### src/rtl/rpa_pkg.sv
// rotate-point-about-axis package: widths, fixed-point constants, arctangent table
// and the side-band record that travels down the pipeline. no dependencies.
`timescale 1ns / 1ps
`default_nettype none

package rpa_pkg;

    // configuration of the datapath
    localparam int COORD_WIDTH   = 32;
    localparam int ANGLE_WIDTH   = 16;
    localparam int CORDIC_STAGES = 16;

    // arctangent table depth, more iterations than this act as this many
    localparam int ATAN_LEN = 24;
    localparam int CORDIC_N = (CORDIC_STAGES < ATAN_LEN) ? CORDIC_STAGES : ATAN_LEN;

    // angle is Q2.(ANGLE_WIDTH-3), the cordic runs in Q.30
    localparam int ANG_FRAC  = ANGLE_WIDTH - 3;
    localparam int ANG_SHIFT = 30 - ANG_FRAC;
    localparam int Q_SHIFT   = 30;

    // internal widths
    localparam int DIFF_WIDTH = COORD_WIDTH + 1;
    localparam int CW         = 34;
    localparam int COEF_WIDTH = 32;
    localparam int PROD_WIDTH = DIFF_WIDTH + COEF_WIDTH;
    localparam int RND_WIDTH  = PROD_WIDTH - Q_SHIFT;
    localparam int SUM_WIDTH  = RND_WIDTH + 2;

    typedef logic signed [COORD_WIDTH-1:0] t_coord;
    typedef logic signed [ANGLE_WIDTH-1:0] t_angle;
    typedef logic signed [DIFF_WIDTH-1:0]  t_diff;
    typedef logic signed [CW-1:0]          t_cw;
    typedef logic signed [COEF_WIDTH-1:0]  t_coef;
    typedef logic signed [PROD_WIDTH-1:0]  t_prod;
    typedef logic signed [RND_WIDTH-1:0]   t_rnd;
    typedef logic signed [SUM_WIDTH-1:0]   t_sum;

    // axis codes
    typedef enum logic [1:0] {
        AXIS_X    = 2'd0,
        AXIS_Y    = 2'd1,
        AXIS_Z    = 2'd2,
        AXIS_NONE = 2'd3
    } t_axis;

    // cordic gain compensation and half-turn constants, Q.30
    localparam t_cw CORDIC_K    = 34'sh26DD3B6A;
    localparam t_cw PI_Q30      = 34'sd3373259426;
    localparam t_cw HALF_PI_Q30 = 34'sd1686629713;
    localparam t_cw NEG_HALF_PI = -HALF_PI_Q30;

    // round to nearest, ties away from zero, after the Q.30 product
    localparam t_prod RND_POS = t_prod'(64'd536870912);
    localparam t_prod RND_NEG = RND_POS - t_prod'(1);

    // truncated Q.30 arctangent of 2^-i
    localparam logic [31:0] ATAN_TAB [ATAN_LEN] = '{
        32'h3243F6A8, 32'h1DAC6705, 32'h0FADBAFC, 32'h07F56EA6, 32'h03FEAB76, 32'h01FFD55B,
        32'h00FFFAAA, 32'h007FFF55, 32'h003FFFEA, 32'h001FFFFD, 32'h000FFFFF, 32'h0007FFFF,
        32'h0003FFFF, 32'h0001FFFF, 32'h0000FFFF, 32'h00007FFF, 32'h00003FFF, 32'h00001FFF,
        32'h00000FFF, 32'h000007FF, 32'h000003FF, 32'h000001FF, 32'h000000FF, 32'h0000007F
    };

    // per-transaction record carried alongside the cordic
    typedef struct packed {
        t_axis  axis;
        logic   bypass;
        logic   flip;
        t_coord px;
        t_coord py;
        t_coord pz;
        t_coord ca;
        t_coord cb;
        t_diff  da;
        t_diff  db;
    } t_side;

endpackage

`default_nettype wire

### src/rtl/rpa_if.sv
// valid/ready channel interfaces for the point rotation unit.
// depends on rpa_pkg for field types.
`timescale 1ns / 1ps
`default_nettype none


interface rpa_out_if;
    logic            valid;
    logic            ready;
    rpa_pkg::t_coord out_x;
    rpa_pkg::t_coord out_y;
    rpa_pkg::t_coord out_z;

    modport source (output valid, out_x, out_y, out_z, input ready);
    modport sink (input valid, out_x, out_y, out_z, output ready);
endinterface

`default_nettype wire

### src/rtl/rpa_sum.sv
// product rounding, recentring, saturation and output register.
// depends on rpa_pkg and rpa_if.
`timescale 1ns / 1ps
`default_nettype none

module rpa_sum (
    input  wire logic            i_clk,
    input  wire logic            i_rst_n,
    input  wire logic            i_valid,
    output logic                 o_ready,
    input  wire rpa_pkg::t_side  i_side,
    input  wire rpa_pkg::t_prod  i_p_ac,
    input  wire rpa_pkg::t_prod  i_p_bs,
    input  wire rpa_pkg::t_prod  i_p_as,
    input  wire rpa_pkg::t_prod  i_p_bc,
    rpa_out_if.source            o_out
);

    localparam rpa_pkg::t_sum SAT_HI =
        rpa_pkg::t_sum'({1'b0, {(rpa_pkg::COORD_WIDTH-1){1'b1}}});
    localparam rpa_pkg::t_sum SAT_LO = -SAT_HI - rpa_pkg::t_sum'(1);

    logic            r_rd_valid;
    rpa_pkg::t_side  r_rd_side;
    rpa_pkg::t_rnd   r_q_ac;
    rpa_pkg::t_rnd   r_q_bs;
    rpa_pkg::t_rnd   r_q_as;
    rpa_pkg::t_rnd   r_q_bc;
    logic            r_valid;
    rpa_pkg::t_coord r_x;
    rpa_pkg::t_coord r_y;
    rpa_pkg::t_coord r_z;

    rpa_pkg::t_sum   sum_a;
    rpa_pkg::t_sum   sum_b;
    rpa_pkg::t_coord ra;
    rpa_pkg::t_coord rb;
    rpa_pkg::t_coord n_x;
    rpa_pkg::t_coord n_y;
    rpa_pkg::t_coord n_z;
    logic            en_rd;
    logic            en_out;

    // round to nearest with ties away from zero
    function automatic rpa_pkg::t_rnd rnd(input rpa_pkg::t_prod p);
        rpa_pkg::t_prod biased;
        biased = p + (p[rpa_pkg::PROD_WIDTH-1] ? rpa_pkg::RND_NEG : rpa_pkg::RND_POS);
        return rpa_pkg::t_rnd'(biased >>> rpa_pkg::Q_SHIFT);
    endfunction

    function automatic rpa_pkg::t_coord sat(input rpa_pkg::t_sum v);
        rpa_pkg::t_sum c;
        if (v > SAT_HI) begin
            c = SAT_HI;
        end else if (v < SAT_LO) begin
            c = SAT_LO;
        end else begin
            c = v;
        end
        return rpa_pkg::t_coord'(c);
    endfunction

    assign en_out      = !r_valid || o_out.ready;
    assign en_rd       = !r_rd_valid || en_out;
    assign o_ready     = en_rd;

    // rounding stage
    always_ff @(posedge i_clk) begin
        if (!i_rst_n) begin
            r_rd_valid <= 1'b0;
        end else if (en_rd) begin
            r_rd_valid <= i_valid;
        end
        if (en_rd) begin
            r_rd_side <= i_side;
            r_q_ac    <= rnd(i_p_ac);
            r_q_bs    <= rnd(i_p_bs);
            r_q_as    <= rnd(i_p_as);
            r_q_bc    <= rnd(i_p_bc);
        end
    end

    // recentre and saturate the two plane coordinates
    assign sum_a = rpa_pkg::t_sum'(r_rd_side.ca) + rpa_pkg::t_sum'(r_q_ac)
                 - rpa_pkg::t_sum'(r_q_bs);
    assign sum_b = rpa_pkg::t_sum'(r_rd_side.cb) + rpa_pkg::t_sum'(r_q_as)
                 + rpa_pkg::t_sum'(r_q_bc);
    assign ra    = sat(sum_a);
    assign rb    = sat(sum_b);

    // place results back by axis, point passes through when not rotated
    always_comb begin
        n_x = r_rd_side.px;
        n_y = r_rd_side.py;
        n_z = r_rd_side.pz;
        if (!r_rd_side.bypass) begin
            unique case (r_rd_side.axis)
                rpa_pkg::AXIS_X: begin
                    n_y = ra;
                    n_z = rb;
                end
                rpa_pkg::AXIS_Y: begin
                    n_x = ra;
                    n_z = rb;
                end
                rpa_pkg::AXIS_Z: begin
                    n_x = ra;
                    n_y = rb;
                end
                rpa_pkg::AXIS_NONE: begin
                    n_x = r_rd_side.px;
                end
            endcase
        end
    end

    // output register
    always_ff @(posedge i_clk) begin
        if (!i_rst_n) begin
            r_valid <= 1'b0;
        end else if (en_out) begin
            r_valid <= r_rd_valid;
        end
        if (en_out) begin
            r_x <= n_x;
            r_y <= n_y;
            r_z <= n_z;
        end
    end

    assign o_out.valid = r_valid;
    assign o_out.out_x = r_x;
    assign o_out.out_y = r_y;
    assign o_out.out_z = r_z;

endmodule

`default_nettype wire

### src/flat_wrapper.sv
// flat-port wrapper written by rule: the top's interface ports become plain ports
module rpa_sum_flat 
  (i_clk, i_rst_n, i_valid, o_ready, i_side, i_p_ac, i_p_bs, i_p_as, i_p_bc, o_out_valid, o_out_out_x, o_out_out_y, o_out_out_z, o_out_ready);
  rpa_out_if o_out_i ();
  input  wire logic i_clk;
  input  wire logic i_rst_n;
  input  wire logic i_valid;
  output logic o_ready;
  input  wire rpa_pkg::t_side i_side;
  input  wire rpa_pkg::t_prod i_p_ac;
  input  wire rpa_pkg::t_prod i_p_bs;
  input  wire rpa_pkg::t_prod i_p_as;
  input  wire rpa_pkg::t_prod i_p_bc;
  output wire logic [$bits(o_out_i.valid)-1:0] o_out_valid;
  output wire logic [$bits(o_out_i.out_x)-1:0] o_out_out_x;
  output wire logic [$bits(o_out_i.out_y)-1:0] o_out_out_y;
  output wire logic [$bits(o_out_i.out_z)-1:0] o_out_out_z;
  input wire logic [$bits(o_out_i.ready)-1:0] o_out_ready;
  assign o_out_valid = o_out_i.valid;
  assign o_out_out_x = o_out_i.out_x;
  assign o_out_out_y = o_out_i.out_y;
  assign o_out_out_z = o_out_i.out_z;
  assign o_out_i.ready = o_out_ready;
  rpa_sum u_core (.i_clk(i_clk), .i_rst_n(i_rst_n), .i_valid(i_valid), .o_ready(o_ready), .i_side(i_side), .i_p_ac(i_p_ac), .i_p_bs(i_p_bs), .i_p_as(i_p_as), .i_p_bc(i_p_bc), .o_out(o_out_i));
endmodule
### config.mk
export PLATFORM = sky130hd
export DESIGN_NAME = rpa_sum_flat
export DESIGN_NICKNAME = d
export VERILOG_FILES = /design/src/rtl/rpa_pkg.sv /design/src/rtl/rpa_if.sv /design/src/rtl/rpa_sum.sv /design/src/flat_wrapper.sv
export SDC_FILE = /design/constraint.sdc
export NUM_CORES = 1
export LEC_CHECK = 0
export BUFFER_PORTS_ARGS = -buffer_cell sky130_fd_sc_hd__buf_2
export CORE_ASPECT_RATIO = 0.5
export CORE_MARGIN = 5
export CORE_UTILIZATION = 59
export DETAILED_ROUTE_END_ITERATION = 6
export PLACE_DENSITY = 0.87
export SLEW_MARGIN = 20
export SYNTH_ARGS = -nofsm -noshare
export SYNTH_HDL_FRONTEND = slang
export SYNTH_SLANG_ARGS = --single-unit
### constraint.sdc
create_clock -name i_clk -period 19.4 [get_ports i_clk]
set_clock_uncertainty 0.1 [all_clocks]
set_input_delay 3.88 -clock i_clk [delete_from_list [all_inputs] [get_ports i_clk]]
set_output_delay 3.88 -clock i_clk [all_outputs]
set_load 0.02 [all_outputs]
==> results of run 1 <==
[critical path: stages]
cell and delay (ps):
buf_2 100, nor2b_1 490, nand2_4 540, buf_2 340
[where the power goes]
part	total (mW)	internal (mW)	switching, mW	leakage (nW)
Combinational	0.961	0.334	0.627	8.10
Sequential	1.08	1.05	0.0334	4.22
Clock	0.758	0.424	0.335	0.580
Total	2.80	1.81	0.996	12.9
[stage by stage]
stage	instance area, um2	instances
6_report	29540	3370
2_1_floorplan	25110	2236
5_1_grt	29540	3368
3_3_place_gp	28250	3285
4_1_cts	29470	3349
3_5_place_dp	28250	3285
[per-layer routing]
layer / vias up / part of all wire [%]
met1: 9555 / 37
met2: 834 / 50
met5: - / 0.049
met4: 8 / 5.1
li1: 9260 / -
met3: 199 / 7.7
[synthesized netlist by cell type (all sizes together), types with 15 or more instances]
library cell  instances
nor3                 28
buf                  26
a32oi                18
edfxtp              399
a21oi               142
nand2b               31
nand4                53
and3                 27
ha                  191
o21a                 17
a211oi               15
a21o                 59
xor2                 63
clkbuf               39
o21ai               135
nand2               164
fa                   71
inv                 189
nand3                83
o211ai               37
xnor2               129
nor2                125
nor2b                25
[state kept, by name (all words and copies together), names as in the netlist, 32 cells and up]
name                flops
u_core.o_out.out_x     32
u_core.o_out.out_y     32
u_core.o_out.out_z     32
u_core.r_q_ac          35
u_core.r_q_as          35
u_core.r_q_bc          35
u_core.r_q_bs          35
u_core.r_rd_side      163
[how the worst min path moves through the flow]
| stage | to | slack (ps) | cells after the start |
|---|---|---|---|
| final | u_core.o_out.out_z[31] | 430 | 2 |
| after global routing | u_core.o_out.out_x[16] | 440 | 2 |
| after CTS | u_core.o_out.out_x[24] | 420 | 2 |
| after detailed placement | u_core.o_out.out_z[31] | 410 | 2 |
| after global placement | u_core.o_out.out_x[8] | 400 | 2 |
| after floorplan | u_core.o_out.valid | 360 | 1 |
[logic make-up after synthesis]
kind of cell | count (synthesis)
XOR/XNOR | 192
buffers and inverters | 254
adder cells (fa/ha/maj) | 262
flip-flops | 401
AO/OA/AOI/OAI | 523
multiplexers | 2
AND/OR/NAND/NOR | 602
[final cells by class]
class,instances,area [um2],area share (%)
Timing Repair Buffer,538,2735,9.258
Clock inverter,18,215.2,0.7284
Inverter,189,711.9,2.410
Clock buffer,46,1002,3.392
Tap cell,577,721.9,2.444
Antenna cell,20,50.05,0.1694
Multi-Input combinational cell,1581,12090,40.91
Sequential cell,401,12020,40.69
[layout by cell type, fill, tap and decap left out, drive strengths merged, types with 5 or more instances in the layout]
| cell type | n |
|---|---|
| fa | 71 |
| and2 | 9 |
| a221oi | 11 |
| a21oi | 142 |
| clkinv | 9 |
| o211ai | 37 |
| a211oi | 15 |
| nand4 | 53 |
| o21a | 17 |
| edfxtp | 399 |
| nand2 | 164 |
| nor3 | 28 |
| buf | 538 |
| a2111oi | 6 |
| a31o | 5 |
| nor4 | 14 |
| nand3 | 83 |
| or2 | 6 |
| ha | 191 |
| a21o | 59 |
| nor2 | 125 |
| nor2b | 25 |
| nand2b | 31 |
| a32oi | 18 |
| diode | 20 |
| clkbuf | 46 |
| a31oi | 14 |
| o31ai | 9 |
| or4 | 5 |
| o2111ai | 7 |
| o21bai | 12 |
| or3 | 7 |
| xnor2 | 129 |
| o21ai | 135 |
| and4 | 9 |
| xor2 | 63 |
| nor3b | 11 |
| and3 | 27 |
| inv | 190 |
==> results_dict.tcl, run 1 <==
set metrics [dict create \
    numCtsBuffers 38 \
    crit_path_start "o_out_ready" \
    fin_crit_sh_pct 48.10 \
    post_cts_resize_count 0 \
    drt-vias-per-instance 5.892 \
    peakVddDrop_mv 0.05460 \
    timing.rr.end "u_core.o_out.out_y[3]" \
    coreArea_um2 42040 \
    yosys.area_share.simple_pct 11.90 \
    synthAdderAreaFrac_pct 15.18 \
    yosys_warnings 0 \
    ios 592 \
    drive_above_1_share_pct 23.37 \
    max-slew-margin-rel_pct 26.74 \
    clockBufferDepth 3 \
    synthXorXnorAreaFrac_pct 6.726 \
    grt_util_met2_pct 50.93 \
    drc 0 \
    fin_nets 3505 \
    grt_max_degree 92 \
    synthToLayoutAreaGrowth_pct 17.65 \
    htreeDepth 2 \
    tightest_slew_ps 1099 \
    reg2reg_from "u_core.r_q_bc[1]" \
    muxShareOfSynthArea_pct 0.07972 \
    pre_cts_slack_ps 10140 \
    hold_path.class "reg2reg" \
    grt_pass1_wl_mm 107.0 \
    whs_ps 425.8 \
    synthTopCellsByArea "edfxtp_1, ha_1, fa_1" \
    cts.reportedPaths.clkPinSlew_ps 70 \
    fin_util_pct 70.27 \
    max_freq_ghz 0.1072 \
    finalWirelength_mm 72.16 \
    critPathCapture "o_ready" \
    power_density_nw_per_um2 94.79 \
    grt_usage_pct 29.25 \
    hp-start "u_core.r_rd_side[161]" \
    place_congestion 0.9481 \
    reg2reg_depth 16 \
    slew_viol_final 0 \
    synth_top_family_by_area "adder cells" \
    hold_viol_final 0 \
    setup_tns_ps 0 \
    overflow 0 \
    rows 53 \
    die_width_um 301.8 \
    worstPathRequired_ps 15420 \
    busiest_layer "met2" \
    synth_nets 2992 \
    yosysUniqueCellTypes 87 \
    p_leak_nw 12.89 \
    rsz0062_at_grt "no" \
    cp.arrival_ps 5350 \
    worst_slack_ps 10070 \
    cts_tree "built" \
    io_buffers 524 \
    postCtsSetupBuffers 0 \
    r2r_slack_ps 13890 \
    synthFlopType "edfxtp_1" \
    cts.sinks 401 \
    cp-end-kind "primary output" \
    hpwl_mm 56.83 \
    cts-root-buf "clkbuf_16" \
    dieArea_um2 47040 \
    num_vias 19860 \
    critical_path_class "in2out" \
    synthArstFlopShare_pct 0 \
    min_period_ps 9331 \
    drt.antenna.violating_nets 0 \
    antenna_found_initial 22 \
    synth_edf_count 399 \
    met3_usage_pct 5.145 \
    drtIter0Drc 1919 \
    chipHeight_um 155.9 \
    finalSetupViolations 0 \
    synth_top_area_share_pct 47.71 \
    postSynthCellCount 2236 \
    syn-cell-area_um2 25110 \
    maxCapViolations 0 \
    cp_max_fo 48 \
    synth_seq_cells 401 \
    wl_per_cell_um 21.41 \
    clkLatencyLatePin_ps 550 \
    avgSynthCellArea_um2 11.23 \
    status "complete, no violations" \
    postCtsHoldBufs 0 \
    yosysSeqAreaShare_pct 47.87 \
    drt_first_pass_iters 5 \
    initial_core_util_pct 59.73 \
    synth_top_area_cell "edfxtp_1" \
    fillerInstances 3069 \
    total_power_mw 2.801 \
    synth_compound_area_share_pct 14.10 \
    use_met1_pct 35.67 \
    cp-start-kind "input port" \
    grt_pass1_vias 19800 \
]
Power figures use the tool's default switching activity.
==> inputs of run 2 (changes only) <==
--- a/config.mk
+++ b/config.mk
@@ -8,9 +8,9 @@
 export BUFFER_PORTS_ARGS = -buffer_cell sky130_fd_sc_hd__buf_2
 export CORE_ASPECT_RATIO = 0.5
 export CORE_MARGIN = 5
-export CORE_UTILIZATION = 59
+export CORE_UTILIZATION = 55
 export DETAILED_ROUTE_END_ITERATION = 6
-export PLACE_DENSITY = 0.87
+export PLACE_DENSITY = 0.81
 export SLEW_MARGIN = 20
 export SYNTH_ARGS = -nofsm -noshare
 export SYNTH_HDL_FRONTEND = slang
==> constraint.sdc (replaced) <==
create_clock -name i_clk -period 9 [get_ports i_clk]
set_clock_uncertainty 0.1 [all_clocks]
set_input_delay 1.8 -clock i_clk [delete_from_list [all_inputs] [get_ports i_clk]]
set_output_delay 1.8 -clock i_clk [all_outputs]
set_load 0.02 [all_outputs]
==> run 2 against run 1 <==
Effect of this change:
- sequential power rose by 120%
- critical path type is now reg2reg
- core utilization fell by 4.9 points
- routed wire length fell by 1.6%
- first-iteration DRC count rose by 1.7%
- critical endpoint is now u_core.o_out.out_y[21]
==> results_dict.tcl, run 2 (same netlist as run 1, synthesis figures left out) <==
set metrics [dict create \
    max_stage_delay_ps 760 \
    clockBufferDepth 3 \
    rows 55 \
    postCtsHoldBufs 0 \
    finalSetupViolations 0 \
    dp.cells 3305 \
    peakVddDrop_mv 0.1560 \
    maxCapViolations 0 \
    crit_top_cell "o211ai_1" \
    cp_slowest_cell "a21oi_4" \
    rsz0062_at_grt "no" \
    cp.arrival_ps 5590 \
    status "complete, no violations" \
    grt_usage_pct 26.67 \
    slew_viol_final 0 \
    grt_max_degree 87 \
    post_cts_resize_count 0 \
    min_period_ps 5441 \
    grt_pass1_wl_mm 105.7 \
    clkLatencyLatePin_ps 550 \
    place_congestion 0.9594 \
    r2r_slack_ps 3560 \
    cp-start-kind "register" \
    fin_nets 3503 \
    numCtsBuffers 38 \
    cts-root-buf "clkbuf_16" \
    antenna_found_initial 21 \
    stdcell_count 3390 \
    power_density_nw_per_um2 202.4 \
    overflow 0 \
    drive_above_1_share_pct 23.23 \
    cp_max_fo 25 \
    cp_cell_sequence "fa_1 > inv_1 > ha_1 > a21oi_1 > nor2_1 > o211ai_1 > a31oi_4 > a2111oi_4 > o41ai_1 > o21ai_2 > a311oi_2 > a21oi_4 > o211ai_1" \
    setup_tns_ps 0 \
    worstPathRequired_ps 9150 \
    num_vias 19580 \
    drt_first_pass_iters 5 \
    tightest_slew_ps 1104 \
    ios 592 \
    initial_core_util_pct 55.63 \
    cp-end-kind "register" \
    grt_pass1_vias 19350 \
    coreArea_um2 45140 \
    drtIter0Drc 1951 \
    largest_reg_flops 163 \
    cts.reportedPaths.clkPinSlew_ps 70 \
    critical_path_class "reg2reg" \
    synthToLayoutAreaGrowth_pct 17.57 \
    hold_path.class "reg2reg" \
    drc 0 \
    io_buffers 524 \
    htreeDepth 2 \
    final_common_cell "buf_2" \
    hold_viol_final 0 \
    drt-vias-per-instance 5.775 \
    max_freq_ghz 0.1838 \
    die_width_um 312.2 \
    seqCellArea_um2 12020 \
    final_cell_mix "buf_2, edfxtp_1, ha_1" \
    dieArea_um2 50290 \
    top_register "u_core.r_rd_side" \
    drt.antenna.violating_nets 0 \
    multiInputGateArea_um2 12100 \
    hpwl_mm 55.83 \
    wl_per_cell_um 20.95 \
    finalWirelength_mm 71.02 \
    cts_tree "built" \
    fin_crit_sh_pct 60.45 \
    max-slew-margin-rel_pct 25.78 \
    cts.sinks 401 \
    critPathBufInv 1 \
    p_leak_nw 12.87 \
    path_delay_family "compound AO/OA/AOI/OAI gates" \
    postCtsSetupBuffers 0 \
    fillerInstances 3440 \
    chipHeight_um 161.1 \
]
==> run 2: cell count changes in the layout (fill, tap and decap cells not counted), moves of 2 or more <==
cell        delta
clkinv_4       -3
clkinvlp_4     -4
buf_6          -2
clkinv_2       +3
clkinv_1       +3
==> run 2: final cells by class <==
cell class                      instances  share of cell area, %
Sequential cell                       401                  40.72
Timing Repair Buffer                  536                  9.188
Clock inverter                         18                 0.5933
Multi-Input combinational cell       1581                  40.98
Antenna cell                           20                 0.1695
Inverter                              189                  2.411
Tap cell                              598                  2.534
Clock buffer                           47                  3.407
==> run 2: routing by layer <==
layer,track usage [%],up-vias,part of all wire (%)
li1,-,9267,-
met1,32.36,9395,38
met2,48.03,747,51
met3,4.719,160,7.1
met4,10.06,8,4.0
met5,0,-,0.075
==> run 2: through the flow <==
stage | power (mW) | hold slack [ps] | utilization [%] | worst slack (ps) | instance area (um2)
after CTS | 5.959 | 422.9 | 65.27 | 3567 | 29460
after global placement | 4.340 | 399.8 | 62.65 | 3375 | 28280
after detailed placement | 4.380 | 410.0 | 62.65 | 3303 | 28280
after floorplan | 3.682 | 382.5 | - | 1615 | 25110
after global routing | 6.252 | 450.2 | 65.38 | 3266 | 29520
final | 5.975 | 420.6 | 65.40 | 3559 | 29520
==> run 2: worst paths after layout <==
path,from,to,cells after the start
min,u_core.r_rd_side[204],u_core.o_out.out_x[10],2
max,u_core.r_q_bs[11],u_core.o_out.out_y[21],13
min reg2reg,u_core.r_rd_side[204],u_core.o_out.out_x[10],2
max reg2reg,u_core.r_q_bs[11],u_core.o_out.out_y[21],13
==> run 2: tightest hold or removal path: stages (launching register included) <==
cell	delay, ps
edfxtp_1	320
nand2_1	40
o21ai_0	60
==> run 2: power breakdown <==
group	switching [mW]	internal, mW	total [mW]
clock network	0.706	0.884	1.59
logic	1.34	0.715	2.06
registers	0.0715	2.26	2.33
==> inputs of run 3 (changes only) <==
--- a/config.mk
+++ b/config.mk
@@ -5,10 +5,11 @@
 export SDC_FILE = /design/constraint.sdc
 export NUM_CORES = 1
 export LEC_CHECK = 0
+export ABC_AREA = 1
 export BUFFER_PORTS_ARGS = -buffer_cell sky130_fd_sc_hd__buf_2
 export CORE_ASPECT_RATIO = 0.5
 export CORE_MARGIN = 5
-export CORE_UTILIZATION = 55
+export CORE_UTILIZATION = 56
 export DETAILED_ROUTE_END_ITERATION = 6
 export PLACE_DENSITY = 0.81
 export SLEW_MARGIN = 20
==> constraint.sdc (replaced) <==
create_clock -name i_clk -period 5.65 [get_ports i_clk]
set_clock_uncertainty 0.1 [all_clocks]
set_input_delay 1.13 -clock i_clk [delete_from_list [all_inputs] [get_ports i_clk]]
set_output_delay 1.13 -clock i_clk [all_outputs]
set_load 0.02 [all_outputs]
==> run 3 against run 2 <==
Effect of this change:
- worst hold slack lost 23 ps
- total power grew 69%
- via count grew 30%
- clock power grew 76%
- sequential share of layout area shrank 4.2 points
- global-route usage grew 3.2 points
- non-clock buffer count shrank 1
- largest cell class unchanged
==> results_dict.tcl, run 3 <==
set metrics [dict create \
    ios 592 \
    yosys_warnings 0 \
    wl_per_cell_um 18.48 \
    fillerInstances 4275 \
    setup_tns_ps 0 \
    drt-vias-per-instance 5.497 \
    drt.antenna.violating_nets 0 \
    postCtsSetupBuffers 0 \
    clkPwrFrac_pct 27.6 \
    status "complete, no violations" \
    coreArea_um2 50070 \
    yosysSeqAreaShare_pct 42.60 \
    hold_viol_final 0 \
    io_buffers 524 \
    total_power_mw 10.11 \
    die_width_um 327.5 \
    synth_seq_cells 401 \
    clkLatencyLatePin_ps 550 \
    synthFlopType "edfxtp_1" \
    cp-end-kind "register" \
    synth.most_common_cell "nand2_1" \
    hpwl_mm 69.34 \
    synth_nets 4152 \
    final_common_cell "nand2_1" \
    cts.sinks 401 \
    worst_slack_ps 1227 \
    internal_power_mw 6.351 \
    synth_top_area_cell "edfxtp_1" \
    place_congestion 0.9795 \
    top_register "u_core.r_rd_side" \
    postCtsHoldBufs 0 \
    grt_max_degree 154 \
    largest_reg_flops 163 \
    combPwrFrac_pct 35.9 \
    crit_path_start "u_core.r_q_bs[2]" \
    fin_crit_sh_pct 78.28 \
    reg2reg_from "u_core.r_q_bs[2]" \
    chipHeight_um 168.7 \
    tightest_slew_ps 1052 \
    avgSynthCellArea_um2 8.310 \
    drive_above_1_share_pct 15.95 \
    grt_pass1_vias 24970 \
    htreeDepth 2 \
    worstPathRequired_ps 5850 \
    p_leak_nw 15.75 \
    maxCapViolations 0 \
    drc 0 \
    numCtsBuffers 38 \
    overflow 0 \
    cts_tree "built" \
    slew_viol_final 0 \
    peakVddDrop_mv 0.2282 \
    post_cts_resize_count 0 \
    power_density_nw_per_um2 307.3 \
    postLayoutCellArea_um2 32900 \
    fin_util_pct 65.71 \
    min_period_ps 4423 \
    hp-start "u_core.r_rd_valid" \
    cp.arrival_ps 4620 \
    switching_share_pct 37.19 \
    pwr-share-seq_pct 36.5 \
    initial_core_util_pct 56.36 \
    cp_max_fo 31 \
    max-slew-margin-rel_pct 29.89 \
    postSynthCellCount 3396 \
    synth_common_cells "nand2_1, inv_1, edfxtp_1" \
    drtIter0Drc 2218 \
    cp-start-kind "register" \
    fin_nets 4682 \
    critical_path_class "reg2reg" \
    max_freq_ghz 0.2261 \
    cts-root-buf "clkbuf_16" \
    syn-cell-area_um2 28220 \
    finalSetupViolations 0 \
    p_sw_mw 3.761 \
    synthToLayoutAreaGrowth_pct 16.60 \
    antenna_found_initial 25 \
    place_area_um2 31550 \
    pre_cts_slack_ps 1212 \
    finalWirelength_mm 85.60 \
    clockBufferDepth 3 \
    synth_top_area_share_pct 42.46 \
    rows 58 \
    grt_usage_pct 29.88 \
    hold_path.class "reg2reg" \
    yosysUniqueCellTypes 54 \
    drt_first_pass_iters 6 \
    cts.reportedPaths.clkPinSlew_ps 70 \
    synthTopCellsByArea "edfxtp_1, nand2_1, ha_1" \
    synthArstFlopShare_pct 0 \
    final_cell_mix "nand2_1, buf_2, inv_1" \
    rsz0062_at_grt "no" \
    grt_pass1_wl_mm 130.6 \
    num_vias 25470 \
    synth_edf_count 399 \
    dieArea_um2 55250 \
]
-- run 3: changes by cell type after synthesis, moves of 25 or more --
cell / before / now
nand2_1: 162 / 939
inv_1: 189 / 519
nor2_1: 123 / 300
a21oi_1: 139 / 245
xnor2_1: 128 / 34
nand3_1: 83 / 136
nor3_1: 28 / 81
a21o_1: 59 / 11
o21ai_0: 102 / 143
nand2b_1: 31 / 0
o21ai_1: 32 / 4
nor2b_1: 25 / 0
xor2_1: 63 / 88
-- run 3: area by class of cell --
| type | count | area [um2] | area share, % |
|---|---|---|---|
| inverters | 522 | 1959 | 5.955 |
| diodes | 18 | 45.04 | 0.1369 |
| well taps | 660 | 825.8 | 2.510 |
| repair buffers | 535 | 2730 | 8.297 |
| clock inverters | 25 | 316.6 | 0.9621 |
| multi-input cells | 2428 | 14010 | 42.58 |
| clock buffers | 44 | 994.7 | 3.023 |
| flip-flops and latches | 401 | 12020 | 36.53 |
-- run 3: power groups by stage --
stage / clock network (mW) / logic [mW] / registers, mW
after global routing: 2.94 / 4.02 / 3.71
final: 2.80 / 3.63 / 3.69
after global placement: 0 / 3.48 / 3.74
after floorplan: 0 / 2.29 / 3.90
after CTS: 2.80 / 3.57 / 3.69
after detailed placement: 0 / 3.54 / 3.75
-- run 3: worst max-delay path: stages (launching register included) --
cell      delay [ps]
edfxtp_1         430
fa_1             560
inv_1             50
ha_1             370
nand2_1          110
nor2_1           110
o21ai_1           70
nand2_1          110
inv_1             60
o21bai_2         160
nand2_1           70
nand2_1          140
nand2_1           90
nand2_1           70
nand2_1           50
nand2_1          170
nand2_1          650
nand2_1          340
nand2_1          130
nand2_1          110
nand2_1           60
nand2_1           70
nand2_1           80
-- run 3: final timing paths --
kind                                          endpoint  slack, ps  cells after the start
worst max-delay path            u_core.o_out.out_y[21]       1230                     22
worst min-delay path                u_core.o_out.valid        400                      2
worst max register to register  u_core.o_out.out_y[21]       1230                     22
worst min register to register      u_core.o_out.valid        400                      2
-- run 3: through the flow --
stage	cells	hold WS (ps)
after CTS	4615	396.6
final	4633	397.8
after global placement	4546	369.7
after detailed placement	4546	386.8
after global routing	4633	427.0
after floorplan	3396	361.5
-- run 3: routing by layer --
layer,vias up,global-route usage (%),routed length (um)
met4,14,9.140,2967
li1,12320,-,-
met5,-,0,102
met2,1007,53.28,42290
met3,185,5.524,6831
met1,11940,37.38,33410
-- run 3: logic make-up (layout without fill, tap and decap cells) --
group | after synthesis | count (layout) | synth area share (%)
simple gates | 1566 | 1566 | 23.08
compound gates | 478 | 478 | 9.196
flops | 401 | 401 | 42.60
xor+xnor | 122 | 122 | 3.786
fa+ha+maj | 262 | 262 | 13.51
buf+inv | 567 | 1126 | 7.835
other cells | 0 | 18 | 0
