## src/rtl/rpa_pkg.sv

```systemverilog
// rotate-point-about-axis package: widths, fixed-point constants, arctangent table
// and the side-band record that travels down the pipeline. no dependencies.
`timescale 1ns / 1ps
`default_nettype none

package rpa_pkg;

    // configuration of the datapath
    localparam int COORD_WIDTH   = 32;
    localparam int ANGLE_WIDTH   = 16;
    localparam int CORDIC_STAGES = 16;

    // arctangent table depth, more iterations than this act as this many
    localparam int ATAN_LEN = 24;
    localparam int CORDIC_N = (CORDIC_STAGES < ATAN_LEN) ? CORDIC_STAGES : ATAN_LEN;

    // angle is Q2.(ANGLE_WIDTH-3), the cordic runs in Q.30
    localparam int ANG_FRAC  = ANGLE_WIDTH - 3;
    localparam int ANG_SHIFT = 30 - ANG_FRAC;
    localparam int Q_SHIFT   = 30;

    // internal widths
    localparam int DIFF_WIDTH = COORD_WIDTH + 1;
    localparam int CW         = 34;
    localparam int COEF_WIDTH = 32;
    localparam int PROD_WIDTH = DIFF_WIDTH + COEF_WIDTH;
    localparam int RND_WIDTH  = PROD_WIDTH - Q_SHIFT;
    localparam int SUM_WIDTH  = RND_WIDTH + 2;

    typedef logic signed [COORD_WIDTH-1:0] t_coord;
    typedef logic signed [ANGLE_WIDTH-1:0] t_angle;
    typedef logic signed [DIFF_WIDTH-1:0]  t_diff;
    typedef logic signed [CW-1:0]          t_cw;
    typedef logic signed [COEF_WIDTH-1:0]  t_coef;
    typedef logic signed [PROD_WIDTH-1:0]  t_prod;
    typedef logic signed [RND_WIDTH-1:0]   t_rnd;
    typedef logic signed [SUM_WIDTH-1:0]   t_sum;

    // axis codes
    typedef enum logic [1:0] {
        AXIS_X    = 2'd0,
        AXIS_Y    = 2'd1,
        AXIS_Z    = 2'd2,
        AXIS_NONE = 2'd3
    } t_axis;

    // cordic gain compensation and half-turn constants, Q.30
    localparam t_cw CORDIC_K    = 34'sh26DD3B6A;
    localparam t_cw PI_Q30      = 34'sd3373259426;
    localparam t_cw HALF_PI_Q30 = 34'sd1686629713;
    localparam t_cw NEG_HALF_PI = -HALF_PI_Q30;

    // round to nearest, ties away from zero, after the Q.30 product
    localparam t_prod RND_POS = t_prod'(64'd536870912);
    localparam t_prod RND_NEG = RND_POS - t_prod'(1);

    // truncated Q.30 arctangent of 2^-i
    localparam logic [31:0] ATAN_TAB [ATAN_LEN] = '{
        32'h3243F6A8, 32'h1DAC6705, 32'h0FADBAFC, 32'h07F56EA6, 32'h03FEAB76, 32'h01FFD55B,
        32'h00FFFAAA, 32'h007FFF55, 32'h003FFFEA, 32'h001FFFFD, 32'h000FFFFF, 32'h0007FFFF,
        32'h0003FFFF, 32'h0001FFFF, 32'h0000FFFF, 32'h00007FFF, 32'h00003FFF, 32'h00001FFF,
        32'h00000FFF, 32'h000007FF, 32'h000003FF, 32'h000001FF, 32'h000000FF, 32'h0000007F
    };

    // per-transaction record carried alongside the cordic
    typedef struct packed {
        t_axis  axis;
        logic   bypass;
        logic   flip;
        t_coord px;
        t_coord py;
        t_coord pz;
        t_coord ca;
        t_coord cb;
        t_diff  da;
        t_diff  db;
    } t_side;

endpackage

`default_nettype wire

```

## src/rtl/rpa_if.sv

```systemverilog
// valid/ready channel interfaces for the point rotation unit.
// depends on rpa_pkg for field types.
`timescale 1ns / 1ps
`default_nettype none

interface rpa_in_if;
    logic                 valid;
    logic                 ready;
    logic [1:0]           axis;
    rpa_pkg::t_coord      point_x;
    rpa_pkg::t_coord      point_y;
    rpa_pkg::t_coord      point_z;
    rpa_pkg::t_coord      center_x;
    rpa_pkg::t_coord      center_y;
    rpa_pkg::t_coord      center_z;
    rpa_pkg::t_angle      angle;

    modport source (
        output valid, axis, point_x, point_y, point_z,
        output center_x, center_y, center_z, angle,
        input  ready
    );
    modport sink (
        input  valid, axis, point_x, point_y, point_z,
        input  center_x, center_y, center_z, angle,
        output ready
    );
endinterface


`default_nettype wire

```

## src/rtl/rpa_prep.sv

```systemverilog
// input stage: offsets from the centre, axis operand select, angle scaling
// and half-turn reduction. depends on rpa_pkg and rpa_if.
`timescale 1ns / 1ps
`default_nettype none

module rpa_prep (
    input  wire logic          i_clk,
    input  wire logic          i_rst_n,
    rpa_in_if.sink             i_in,
    output logic               o_valid,
    input  wire logic          i_ready,
    output rpa_pkg::t_side     o_side,
    output rpa_pkg::t_cw       o_z
);

    logic            r_valid;
    rpa_pkg::t_side  r_side;
    rpa_pkg::t_cw    r_z;
    rpa_pkg::t_side  n_side;
    rpa_pkg::t_cw    n_z;
    rpa_pkg::t_cw    z_scaled;
    rpa_pkg::t_axis  axis;
    logic            en;

    function automatic rpa_pkg::t_diff diff(input rpa_pkg::t_coord p, input rpa_pkg::t_coord c);
        return rpa_pkg::t_diff'(p) - rpa_pkg::t_diff'(c);
    endfunction

    assign axis     = rpa_pkg::t_axis'(i_in.axis);
    assign z_scaled = rpa_pkg::t_cw'(i_in.angle) <<< rpa_pkg::ANG_SHIFT;

    // stage advances when empty or when the next stage takes its contents
    assign en         = !r_valid || i_ready;
    assign i_in.ready = en;

    // angle reduction into the cordic convergence range
    always_comb begin
        n_side        = '0;
        n_side.axis   = axis;
        n_side.bypass = (axis == rpa_pkg::AXIS_NONE) || (i_in.angle == '0);
        n_side.px     = i_in.point_x;
        n_side.py     = i_in.point_y;
        n_side.pz     = i_in.point_z;
        n_z           = z_scaled;
        priority if (z_scaled > rpa_pkg::HALF_PI_Q30) begin
            n_z         = z_scaled - rpa_pkg::PI_Q30;
            n_side.flip = 1'b1;
        end else if (z_scaled < rpa_pkg::NEG_HALF_PI) begin
            n_z         = z_scaled + rpa_pkg::PI_Q30;
            n_side.flip = 1'b1;
        end else begin
            n_side.flip = 1'b0;
        end

        // pick the two coordinates in the rotation plane
        unique case (axis)
            rpa_pkg::AXIS_X: begin
                n_side.ca = i_in.center_y;
                n_side.cb = i_in.center_z;
                n_side.da = diff(i_in.point_y, i_in.center_y);
                n_side.db = diff(i_in.point_z, i_in.center_z);
            end
            rpa_pkg::AXIS_Y: begin
                n_side.ca = i_in.center_x;
                n_side.cb = i_in.center_z;
                n_side.da = diff(i_in.point_x, i_in.center_x);
                n_side.db = diff(i_in.point_z, i_in.center_z);
            end
            rpa_pkg::AXIS_Z, rpa_pkg::AXIS_NONE: begin
                n_side.ca = i_in.center_x;
                n_side.cb = i_in.center_y;
                n_side.da = diff(i_in.point_x, i_in.center_x);
                n_side.db = diff(i_in.point_y, i_in.center_y);
            end
        endcase
    end

    // input register
    always_ff @(posedge i_clk) begin
        if (!i_rst_n) begin
            r_valid <= 1'b0;
        end else if (en) begin
            r_valid <= i_in.valid;
        end
        if (en) begin
            r_side <= n_side;
            r_z    <= n_z;
        end
    end

    assign o_valid = r_valid;
    assign o_side  = r_side;
    assign o_z     = r_z;

endmodule

`default_nettype wire

```

## src/flat_wrapper.sv

```systemverilog
// flat-port wrapper written by rule: the top's interface ports become plain ports
module rpa_prep_flat 
  (i_clk, i_rst_n, o_valid, i_ready, o_side, o_z, i_in_valid, i_in_axis, i_in_point_x, i_in_point_y, i_in_point_z, i_in_center_x, i_in_center_y, i_in_center_z, i_in_angle, i_in_ready);
  rpa_in_if i_in_i ();
  input  wire logic i_clk;
  input  wire logic i_rst_n;
  output logic o_valid;
  input  wire logic i_ready;
  output rpa_pkg::t_side o_side;
  output rpa_pkg::t_cw o_z;
  input wire logic [$bits(i_in_i.valid)-1:0] i_in_valid;
  input wire logic [$bits(i_in_i.axis)-1:0] i_in_axis;
  input wire logic [$bits(i_in_i.point_x)-1:0] i_in_point_x;
  input wire logic [$bits(i_in_i.point_y)-1:0] i_in_point_y;
  input wire logic [$bits(i_in_i.point_z)-1:0] i_in_point_z;
  input wire logic [$bits(i_in_i.center_x)-1:0] i_in_center_x;
  input wire logic [$bits(i_in_i.center_y)-1:0] i_in_center_y;
  input wire logic [$bits(i_in_i.center_z)-1:0] i_in_center_z;
  input wire logic [$bits(i_in_i.angle)-1:0] i_in_angle;
  output wire logic [$bits(i_in_i.ready)-1:0] i_in_ready;
  assign i_in_i.valid = i_in_valid;
  assign i_in_i.axis = i_in_axis;
  assign i_in_i.point_x = i_in_point_x;
  assign i_in_i.point_y = i_in_point_y;
  assign i_in_i.point_z = i_in_point_z;
  assign i_in_i.center_x = i_in_center_x;
  assign i_in_i.center_y = i_in_center_y;
  assign i_in_i.center_z = i_in_center_z;
  assign i_in_i.angle = i_in_angle;
  assign i_in_ready = i_in_i.ready;
  rpa_prep u_core (.i_clk(i_clk), .i_rst_n(i_rst_n), .i_in(i_in_i), .o_valid(o_valid), .i_ready(i_ready), .o_side(o_side), .o_z(o_z));
endmodule
```

## config.mk

```make
export PLATFORM = sky130hd
export DESIGN_NAME = rpa_prep_flat
export DESIGN_NICKNAME = d
export VERILOG_FILES = /design/src/rtl/rpa_pkg.sv /design/src/rtl/rpa_if.sv /design/src/rtl/rpa_prep.sv /design/src/flat_wrapper.sv
export SDC_FILE = /design/constraint.sdc
export NUM_CORES = 1
export LEC_CHECK = 0
export BUFFER_PORTS_ARGS = -buffer_cell sky130_fd_sc_hd__buf_2
export CAP_MARGIN = 10
export CELL_PAD_IN_SITES_DETAIL_PLACEMENT = 1
export CELL_PAD_IN_SITES_GLOBAL_PLACEMENT = 1
export CORE_MARGIN = 4
export CORE_UTILIZATION = 39
export CTS_CLUSTER_SIZE = 16
export DETAILED_ROUTE_END_ITERATION = 12
export MAX_ROUTING_LAYER = met4
export PLACE_DENSITY = 0.9
export SLEW_MARGIN = 20
export SYNTH_ARGS = -nofsm -noshare
export SYNTH_HDL_FRONTEND = slang
export SYNTH_SLANG_ARGS = --single-unit
```

## constraint.sdc

```tcl
create_clock -name i_clk -period 8.3 [get_ports i_clk]
set_input_delay 0.415 -clock i_clk [delete_from_list [all_inputs] [get_ports i_clk]]
set_output_delay 0.415 -clock i_clk [all_outputs]
set_load 0.1 [all_outputs]
```

==> results of run 1 <==
per-stage QoR:
stage	cells	worst slack [ns]	power, mW	util [%]
6_report	2434	5.11	5.08	49.8
4_1_cts	2424	5.00	5.10	49.7
3_5_place_dp	2371	4.75	3.67	47.0
2_1_floorplan	1444	0.129	3.26	-
3_3_place_gp	2371	4.85	3.63	47.0
5_1_grt	2434	4.92	5.25	49.8
power by group through the flow:
stage,Sequential [mW],Combinational [mW],Clock [mW]
after CTS,1.62,2.04,1.45
after floorplan,2.72,0.536,0
final,1.62,2.05,1.42
after detailed placement,1.64,2.03,0
after global placement,1.63,2.00,0
after global routing,1.63,2.13,1.50
logic make-up after synthesis:
kind of cell             Yosys count  share of synthesized area [%]
flip-flops                       250                           50.0
multiplexers                      23                           1.56
adder cells (fa/ha/maj)          102                           8.65
XOR/XNOR                          89                           5.19
AND/OR/NAND/NOR                  369                           11.4
other                              1                         0.0250
buffers and inverters            195                           5.32
AO/OA/AOI/OAI                    415                           17.9
cells in the final DEF (no fill, tap or decap), drive strengths merged, types with 15 or more instances in the layout:
cell / count
and3: 15
nand2: 144
o21ai: 120
a21oi: 116
xor2: 33
ha: 99
nand2b: 19
nor2: 77
edfxtp: 249
inv: 133
a211oi: 15
a31oi: 15
buf: 482
nor3: 26
clkbuf: 30
a21o: 44
xnor2: 56
nand3: 30
mux2i: 20
routing by layer:
metal	vias up	part of all wire, %	global-route usage [%]
met5	-	0	-
met4	0	3.9	9.69
met3	125	6.7	4.21
met2	525	48	43.3
met1	6581	41	34.7
li1	6185	-	-
worst max-delay path, stage by stage, from the launching register on:
cell	delay [ns]
dfxtp_1	0.33
nand2b_4	0.59
buf_12	0.55
buf_2	0.56
state kept, by name, indices dropped and copies added, names as in the netlist:
signal	count
u_core.o_side	229
u_core.o_valid	1
u_core.o_z	20
path summary, 6_finish.rpt:
| check | start | endpoint | slack [ns] | cells past startpoint |
|---|---|---|---|---|
| max | u_core.o_valid | i_in_ready | 5.11 | 3 |
| min | i_in_point_z[2] | u_core.o_side[132] | 0.05 | 1 |
| max reg2reg | u_core.o_valid | u_core.o_side[205] | 6.15 | 2 |
| min reg2reg | u_core.o_valid | u_core.o_z[31] | 1.15 | 1 |
area by class of cell:
type	count	area, um2	area share (%)
Timing Repair Buffer	482	2440	12.9
Multi-Input combinational cell	999	6730	35.7
Clock buffer	30	729	3.87
Tap cell	511	639	3.39
Clock inverter	23	308	1.63
Antenna cell	10	25.0	0.133
Sequential cell	250	7500	39.8
Inverter	129	484	2.57
==> results.txt, run 1 <==
Post-DP HPWL -> 44900 um
top post-synthesis cells by area -> edfxtp_1, ha_1, a21oi_1, o21ai_0, nand2_1
post-CTS resize count -> 0
critical path capture point type -> output port
Peak Freq -> 313 MHz
Peak VDD IR -> 0.149 mV
status -> finished, final reports clean
Post-synth top cells -> edfxtp_1, nand2_1, inv_1
Std-Cell Rows -> 71
Layout Nets -> 2207
Clock Tree Root -> clkbuf_16
Critical Path RT -> 7.89 ns
most common cell in the synthesized netlist -> edfxtp_1
#FFs+latches synth -> 250
Seq/Total Area, Yosys -> 50.0%
ANT nets after route -> 0
drc violations -> 0
drt first pass iters -> 5
CTS tree -> built
Hold Violations, Final -> 0
CP startpoint kind -> flop
pin count of the biggest net entering global routing -> 140
Leakage Power -> 8.63 nW
Syn Inst Count -> 1444
core area -> 0.0378 mm2
max-cap viol count -> 0
clock sink count -> 250
final WL -> 57500 um
asr flop ratio synth -> 0%
Syn Area/Cell -> 10.4 um2
vias per cell -> 5.51
Combinational Power Share -> 40.3%
hold_buf cts -> 0
Final Cell Area -> 0.0188 mm2
Die Y -> 204 um
kind of critical path -> flop to output port
PwrDens -> 270 mW/mm2
Placed Area -> 0.0178 mm2
Port-buffer cells -> 478
GPL Wtd Cong -> 0.908
antenna violations before repair -> 10
HP Class -> input pin to flop
synthesized net count -> 1760
TritonCTS buffer count -> 29
EDFF count, synth -> 249
P_int -> 2.80 mW
Max clock buf depth -> 3
via count -> 13400
vias in the first global route -> 13900
Synth Cell Area -> 0.0150 mm2
Slew HR -> 35.0%
Reg power frac -> 31.8%
hold_ws -> 0.0457 ns
RSZ-0062 raised after global routing -> false
clock network power share -> 27.9%
Setup-failing EPs final -> 0
FILL cells -> 4411
Most used DFF post-synth -> edfxtp_1
switching power -> 2.28 mW
number of H-tree levels -> 1
first-pass GRT wire length -> 84600 um
clk_skew -> 0.00791 ns
post-DR wirelength/cell -> 23.6 um
Clock transition at path regs -> 0.06 ns
leading area contributor after synthesis -> edfxtp_1
grt total ovfl -> 0
Initial Util -> 39.7%
fraction of final layout cells sized beyond drive strength 1 -> 29.6%
IO Pins -> 480
Yosys top cell area share -> 49.8%
Tcrit/Tclk final -> 38.5%
Area growth, synth to finish -> 25.6%
Least-Margin Pin Slew -> 0.975 ns
GRT Util Overall -> 26.9%
switching part of the total -> 44.9%
Setup Buffers After CTS -> 0
fin crit period -> 3.19 ns
Max Transition Viols Final -> 0
Die W -> 204 um
full die area -> 0.0417 mm2
arrival time worst endpoint -> 2.78 ns
CP Max Fanout -> 139
initial DRC count -> 867
Synth cell types -> 75
total number of yosys warnings -> 0
Worst-Skew Late Latency -> 0.56 ns
setup tns final -> 0 ns
Power figures use the tool's default switching activity.
==> inputs of run 2 (changes only) <==
- ABC_AREA: default -> 1
- CORE_UTILIZATION: 39 -> 38
- clock period: 8.3 -> 3.2 ns (I/O delays scaled with it)
==> run 2 against run 1 <==
Effect of this change:
- global-route usage grew 5.7 points
- via count up 39%
- non-clock buffer count rose by 193
- synthesized cell count increased by 60%
- wire length grew 39%
- largest power group unchanged
- highest routed layer unchanged
==> results.txt, run 2 <==
Worst-Skew Late Latency -> 0.60 ns (was 0.56 ns)
Placed Area -> 0.0202 mm2 (was 0.0178 mm2)
Port-buffer cells -> 478 (unchanged)
Most used DFF post-synth -> edfxtp_1 (unchanged)
Die W -> 221 um (was 204 um)
pin count of the biggest net entering global routing -> 98 (was 140)
Least-Margin Pin Slew -> 1.08 ns (was 0.975 ns)
Leakage Power -> 12.1 nW (was 8.63 nW)
Peak VDD IR -> 0.582 mV (was 0.149 mV)
Worst Reg2Reg Path Length in Cells -> 2 (unchanged)
Max clock buf depth -> 3 (unchanged)
ANT nets after route -> 0 (unchanged)
crit path from -> i_in_center_z[0] (was u_core.o_valid)
WL met3 -> 4790 um (was 3850 um)
post-DR wirelength/cell -> 22.3 um (was 23.6 um)
CP bufs+invs -> 2 (unchanged)
Syn Area/Cell -> 7.45 um2 (was 10.4 um2)
antenna violations before repair -> 6 (was 10)
most common cell in the synthesized netlist -> nand2_1 (was edfxtp_1)
first-pass GRT wire length -> 117000 um (was 84600 um)
Critical Path RT -> 3.45 ns (was 7.89 ns)
Placed Cells incl. Taps -> 3343 (was 2371)
drc violations -> 0 (unchanged)
Slew HR -> 28.2% (was 35.0%)
Setup-failing EPs final -> 0 (unchanged)
clock network power share -> 27.2% (was 27.9%)
top post-synthesis cells by area -> edfxtp_1, nand2_1, inv_1, ha_1, nand3_1 (was edfxtp_1, ha_1, a21oi_1, o21ai_0, nand2_1)
grt total ovfl -> 0 (unchanged)
Initial Util -> 38.7% (was 39.7%)
max reg flops -> 229 (unchanged)
switching power -> 6.20 mW (was 2.28 mW)
Metal-1 WL -> 32100 um (was 23800 um)
Layout Nets -> 3283 (was 2207)
IO Pins -> 480 (unchanged)
Seq/Total Area, Yosys -> 43.6% (was 50.0%)
RSZ-0062 raised after global routing -> false (unchanged)
fin crit period -> 2.63 ns
Final Cell Area -> 0.0231 mm2 (was 0.0188 mm2)
number of H-tree levels -> 1 (unchanged)
P_int -> 7.28 mW (was 2.80 mW)
status -> finished, final reports clean (unchanged)
slowest CP cell -> dlygate4sd3_1 (was nand2b_4)
HP Class -> input pin to flop (unchanged)
Max Transition Viols Final -> 0 (unchanged)
Crit path largest cell delay -> 0.53 ns (was 0.59 ns)
delay-heaviest family, CP -> compound AO/OA/AOI/OAI gates (was buffers and inverters)
leading area contributor after synthesis -> edfxtp_1 (unchanged)
via count -> 18700 (was 13400)
Die Y -> 221 um (was 204 um)
Hold Violations, Final -> 0 (unchanged)
vias in the first global route -> 19800 (was 13900)
wire length on met2 -> 39900 um (was 27600 um)
#FFs+latches synth -> 250 (unchanged)
core area -> 0.0444 mm2 (was 0.0378 mm2)
setup tns final -> 0 ns (unchanged)
critical path capture point type -> flop (was output port)
synthesized net count -> 2624 (was 1760)
Std-Cell Rows -> 77 (was 71)
max-cap viol count -> 0 (unchanged)
fraction of final layout cells sized beyond drive strength 1 -> 18.8% (was 29.6%)
GRT Util Overall -> 32.6% (was 26.9%)
Area growth, synth to finish -> 34.3% (was 25.6%)
clk_skew -> 0.0238 ns (was 0.00791 ns)
Reg2Reg Setup Slack -> 1.36 ns (was 6.15 ns)
Clock transition at path regs -> 0.06 ns (about the same)
commonest non-fill, non-tap cells in the layout -> nand2_1, buf_2, inv_1 (was buf_2, edfxtp_1, nand2_1)
GPL Wtd Cong -> 0.936 (was 0.908)
Syn Inst Count -> 2308 (was 1444)
Setup Buffers After CTS -> 0 (unchanged)
Synth Cell Area -> 0.0172 mm2 (was 0.0150 mm2)
CTS tree -> built (unchanged)
Tcrit/Tclk final -> 82.1%
Post-synth top cells -> nand2_1, inv_1, edfxtp_1 (was edfxtp_1, nand2_1, inv_1)
Yosys top cell area share -> 43.5% (was 49.8%)
Clock Tree Root -> clkbuf_16 (unchanged)
Post-DP HPWL -> 58800 um (was 44900 um)
final WL -> 80100 um (was 57500 um)
Peak Freq -> 381 MHz
CP startpoint kind -> input pin (was flop)
Combinational Power Share -> 41.5% (was 40.3%)
Most Frequent Cell on Critical Path -> nand2_1
initial DRC count -> 1436 (was 867)
EDFF count, synth -> 249 (unchanged)
Top Layer Used -> met4 (unchanged)
reg-to-reg startpoint -> u_core.o_valid (unchanged)
Reg power frac -> 31.3% (was 31.8%)
CP Max Fanout -> 5 (was 139)
hold_ws -> 0.0108 ns (was 0.0457 ns)
total number of yosys warnings -> 0 (unchanged)
switching part of the total -> 46.0% (was 44.9%)
most common cell after layout, fill and taps aside -> nand2_1 (was buf_2)
asr flop ratio synth -> 0% (unchanged)
CP Depth -> 12 (was 3)
RR Endpoint -> u_core.o_side[8] (was u_core.o_side[205])
PwrDens -> 584 mW/mm2 (was 270 mW/mm2)
drt first pass iters -> 5 (unchanged)
kind of critical path -> input pin to flop (was flop to output port)
TritonCTS buffer count -> 30 (was 29)
vias per cell -> 5.21 (was 5.51)
arrival time worst endpoint -> 2.88 ns (was 2.78 ns)
clock sink count -> 250 (unchanged)
non-filler cells, final -> 3589 (was 2434)
Cell Chain, Critical Path -> dlygate4sd3_1 -> buf_2 -> ha_1 -> fa_1 -> o21ai_1 -> nand2_1 -> nand2_1 -> nand2_1 -> nand2_1 -> a21oi_1 -> o21ai_0 -> o21ai_0 (was nand2b_4 -> buf_12 -> buf_2)
full die area -> 0.0487 mm2 (was 0.0417 mm2)
Setup crit end -> u_core.o_side[16] (was i_in_ready)
PnR Total Power -> 13.5 mW (was 5.08 mW)
Synth cell types -> 44 (was 75)
-- run 2: cell count changes after synthesis, sizes merged, moves of 16 or more --
cell    previous run  this run
nand3             30       137
mux2i             20         2
a21oi            116        91
xnor2             56        19
clkbuf            40        20
a21o              44         2
nand2            144       837
xor2              33        17
nor2              77       151
nand2b            19         0
inv              129       432
-- run 2: metal layers --
metal  global-route usage (%)  vias to the layer above
li1                         -                     8681
met1                     39.1                     9069
met2                     56.8                      759
met3                     4.13                      182
met4                     11.2                        0
met5                        -                        -
-- run 2: kinds of logic (layout without fill, tap and decap cells) --
family	count (synthesis)	count (layout)	share of synthesized area [%]
buffers and inverters	480	1163	11.0
adders and majority gates	102	102	7.56
and+or+nand+nor	1185	1185	28.0
muxes	2	2	0.117
other	1	7	0.0218
AOI/OAI and AO/OA	252	252	7.85
xor gates and xnor gates	36	36	1.83
DFF	250	250	43.6
-- run 2: worst reg2reg max path: cells and delay by family, from the launching register on --
kind	cells	cell delay, ns
buffers and inverters	1	0.61
DFF	1	0.37
and+or+nand+nor	1	0.50
-- run 2: metrics by stage --
stage               worst slack [ns]  utilization, %
floorplan                      0.482               -
global placement               0.617            45.4
detailed placement             0.648            45.4
CTS                            0.693            51.9
global route                   0.429            52.0
finish                         0.574            52.0
-- run 2: worst min path at each step --
stage / start / to / cells after the start
after floorplan: i_in_point_z[0] / u_core.o_side[130] / 0
after global placement: i_in_point_x[21] / u_core.o_side[215] / 1
after detailed placement: i_in_point_z[2] / u_core.o_side[132] / 1
after CTS: i_in_center_x[12] / u_core.o_side[110] / 3
after global routing: i_in_center_z[17] / u_core.o_side[83] / 3
final: i_in_center_x[20] / u_core.o_side[118] / 3
-- run 2: power by group through the flow --
| stage | clock network, mW | registers [mW] | logic [mW] |
|---|---|---|---|
| 2_1_floorplan | 0 | 6.81 | 1.50 |
| 3_3_place_gp | 0 | 4.24 | 5.22 |
| 3_5_place_dp | 0 | 4.25 | 5.30 |
| 4_1_cts | 3.68 | 4.19 | 5.51 |
| 5_1_grt | 3.83 | 4.23 | 5.85 |
| 6_report | 3.67 | 4.21 | 5.60 |
-- run 2: layout make-up --
cell class | count | area (um2)
Timing Repair Buffer | 675 | 4350
Clock inverter | 25 | 260
Antenna cell | 6 | 15.0
Sequential cell | 250 | 7500
Tap cell | 592 | 741
Fill cell | 5593 | 21300
Multi-Input combinational cell | 1578 | 7820
Clock buffer | 31 | 776
Inverter | 432 | 1620
-- run 2: repair_timing --
| item | CTS | global route |
|---|---|---|
| hold buffers | 184 | 0 |
| endpoints found under the hold margin | 159 | 0 |
| gates resized for setup | 0 | 0 |
==> inputs of run 3 (changes only) <==
- clock period: 3.2 -> 2.7 ns (I/O delays scaled with it)
==> run 3 against run 2 <==
Effect of this change:
- sequential cell count did not move
- final cell count rose by 0.53%
- die area did not move
- combinational power rose by 19%
- critical endpoint is now u_core.o_side[45]
- critical path type unchanged
==> results.txt, run 3 (same netlist as run 2, synthesis figures left out) <==
status -> finished, final reports clean (unchanged)
Peak Freq -> 390 MHz
fin crit period -> 2.56 ns
delay-heaviest family, CP -> buffers and inverters (was compound AO/OA/AOI/OAI gates)
Layout Nets -> 3306 (was 3283)
antenna violations before repair -> 5 (was 6)
initial DRC count -> 1326 (was 1436)
clock sink count -> 250 (unchanged)
Die W -> 221 um (unchanged)
post-CTS resize count -> 0 (unchanged)
Combinational Power Share -> 42.3% (was 41.5%)
number of H-tree levels -> 1 (unchanged)
pin count of the biggest net entering global routing -> 98 (unchanged)
final worst slack -> 0.138 ns (was 0.574 ns)
Leakage Power -> 12.2 nW (was 12.1 nW)
Worst-Skew Late Latency -> 0.59 ns (was 0.60 ns)
switching part of the total -> 46.4% (was 46.0%)
Worst Reg2Reg Path Length in Cells -> 3 (was 2)
ANT nets after route -> 0 (unchanged)
HP Class -> input pin to flop (unchanged)
core area -> 0.0444 mm2 (unchanged)
post-layout util -> 52.3% (was 52.0%)
switching power -> 7.35 mW (was 6.20 mW)
PwrDens -> 682 mW/mm2 (was 584 mW/mm2)
Clock transition at path regs -> 0.06 ns (about the same)
CTS tree -> built (unchanged)
most common cell after layout, fill and taps aside -> nand2_1 (unchanged)
final WL -> 81500 um (was 80100 um)
slowest CP cell -> dlygate4sd3_1 (unchanged)
Cell Chain, Critical Path -> dlygate4sd3_1 -> buf_2 -> inv_1 -> ha_1 -> nand2_1 -> inv_1 -> a21oi_1 -> nand3_1 -> xnor2_1 -> o21ai_0 (was dlygate4sd3_1 -> buf_2 -> ha_1 -> fa_1 -> o21ai_1 -> nand2_1 -> nand2_1 -> nand2_1 -> nand2_1 -> a21oi_1 -> o21ai_0 -> o21ai_0)
Die Y -> 221 um (unchanged)
fraction of final layout cells sized beyond drive strength 1 -> 18.9% (was 18.8%)
GPL Wtd Cong -> 0.930 (was 0.936)
Clock Tree Root -> clkbuf_16 (unchanged)
TritonCTS buffer count -> 31 (was 30)
clock network power share -> 26.3% (was 27.2%)
CP startpoint kind -> input pin (unchanged)
hold_ws -> 0.0141 ns (was 0.0108 ns)
Std-Cell Rows -> 77 (unchanged)
Placed Area -> 0.0203 mm2 (was 0.0202 mm2)
Slew HR -> 36.9% (was 28.2%)
Peak VDD IR -> 0.515 mV (was 0.582 mV)
RSZ-0062 raised after global routing -> false (unchanged)
drt first pass iters -> 5 (unchanged)
Final Cell Area -> 0.0232 mm2 (was 0.0231 mm2)
full die area -> 0.0487 mm2 (unchanged)
critical path capture point type -> flop (unchanged)
Area growth, synth to finish -> 35.1% (was 34.3%)
crit path from -> i_in_center_y[10] (was i_in_center_z[0])
Tcrit/Tclk final -> 94.9%
P_int -> 8.48 mW (was 7.28 mW)
Max Transition Viols Final -> 0 (unchanged)
CP Depth -> 10 (was 12)
first-pass GRT wire length -> 120000 um (was 117000 um)
Hold Crit Depth -> 3 (unchanged)
kind of critical path -> input pin to flop (unchanged)
drc violations -> 0 (unchanged)
Placement Setup Slack -> 0.235 ns (was 0.648 ns)
clk_skew -> 0.0183 ns (was 0.0238 ns)
arrival time worst endpoint -> 2.87 ns (was 2.88 ns)
CP Max Fanout -> 4 (was 5)
vias per cell -> 5.24 (was 5.21)
reg-to-reg startpoint -> u_core.o_valid (unchanged)
Hold Violations, Final -> 0 (unchanged)
Critical Path RT -> 3.01 ns (was 3.45 ns)
Port-buffer cells -> 478 (unchanged)
CP bufs+invs -> 4 (was 2)
Initial Util -> 38.7% (unchanged)
commonest non-fill, non-tap cells in the layout -> nand2_1, buf_2, inv_1 (unchanged)
Least-Margin Pin Slew -> 0.945 ns (was 1.08 ns)
Post-DP HPWL -> 59400 um (was 58800 um)
hold_sp -> i_in_center_x[13] (was i_in_center_x[20])
max reg flops -> 229 (unchanged)
post-DR wirelength/cell -> 22.6 um (was 22.3 um)
Crit path largest cell delay -> 0.57 ns (was 0.53 ns)
GRT Util Overall -> 33.3% (was 32.6%)
Most Frequent Cell on Critical Path -> inv_1 (was nand2_1)
Reg power frac -> 31.4% (was 31.3%)
grt total ovfl -> 0 (unchanged)
IO Pins -> 480 (unchanged)
Setup-failing EPs final -> 0 (unchanged)
via count -> 18900 (was 18700)
max-cap viol count -> 0 (unchanged)
vias in the first global route -> 20400 (was 19800)
Max clock buf depth -> 3 (unchanged)
setup tns final -> 0 ns (unchanged)
run 3: worst register-to-register path: stages, from the launching register on:
cell           delay [ns]
dfxtp_2              0.35
nand2_8              0.43
a21boi_0             0.16
dlygate4sd3_1        0.59
run 3: layout make-up:
| type | count | area (um2) |
|---|---|---|
| repair buffers | 697 | 4570 |
| clock buffers | 41 | 813 |
| inverters | 432 | 1620 |
| diodes | 5 | 12.5 |
| multi-input cells | 1578 | 7820 |
| fillers | 5628 | 21200 |
| flip-flops and latches | 250 | 7500 |
| clock inverters | 13 | 146 |
| well taps | 592 | 741 |
run 3: power by group through the flow:
| stage | Clock, mW | Combinational (mW) | Sequential [mW] |
|---|---|---|---|
| finish | 4.16 | 6.69 | 4.98 |
| global route | 4.38 | 7.00 | 5.00 |
| CTS | 4.14 | 6.57 | 4.96 |
| detailed placement | 0 | 6.31 | 5.03 |
| global placement | 0 | 6.22 | 5.01 |
| floorplan | 0 | 1.78 | 8.07 |
run 3: metal layers:
| layer | global-route usage [%] | wire length, um |
|---|---|---|
| met1 | 39.6 | 32600 |
| met5 | - | 0 |
| met2 | 57.4 | 40100 |
| met4 | 13.0 | 3660 |
| met3 | 4.77 | 5190 |
run 3: path summary, 6_finish.rpt:
kind	endpoint	slack, ns
worst max register to register	u_core.o_valid	1.06
worst min-delay path	u_core.o_side[111]	0.01
worst min register to register	u_core.o_side[137]	1.03
worst max-delay path	u_core.o_side[45]	0.14
run 3: timing repair:
item                                   in CTS  in global routing
buffers inserted                            0                  0
hold buffers                              193                  0
endpoints found under the hold margin     170                  0
run 3: through the flow:
stage | cells | power (mW)
after global placement | 3356 | 11.2
after floorplan | 2308 | 9.85
after detailed placement | 3356 | 11.3
final | 3608 | 15.8
after CTS | 3603 | 15.7
after global routing | 3608 | 16.4
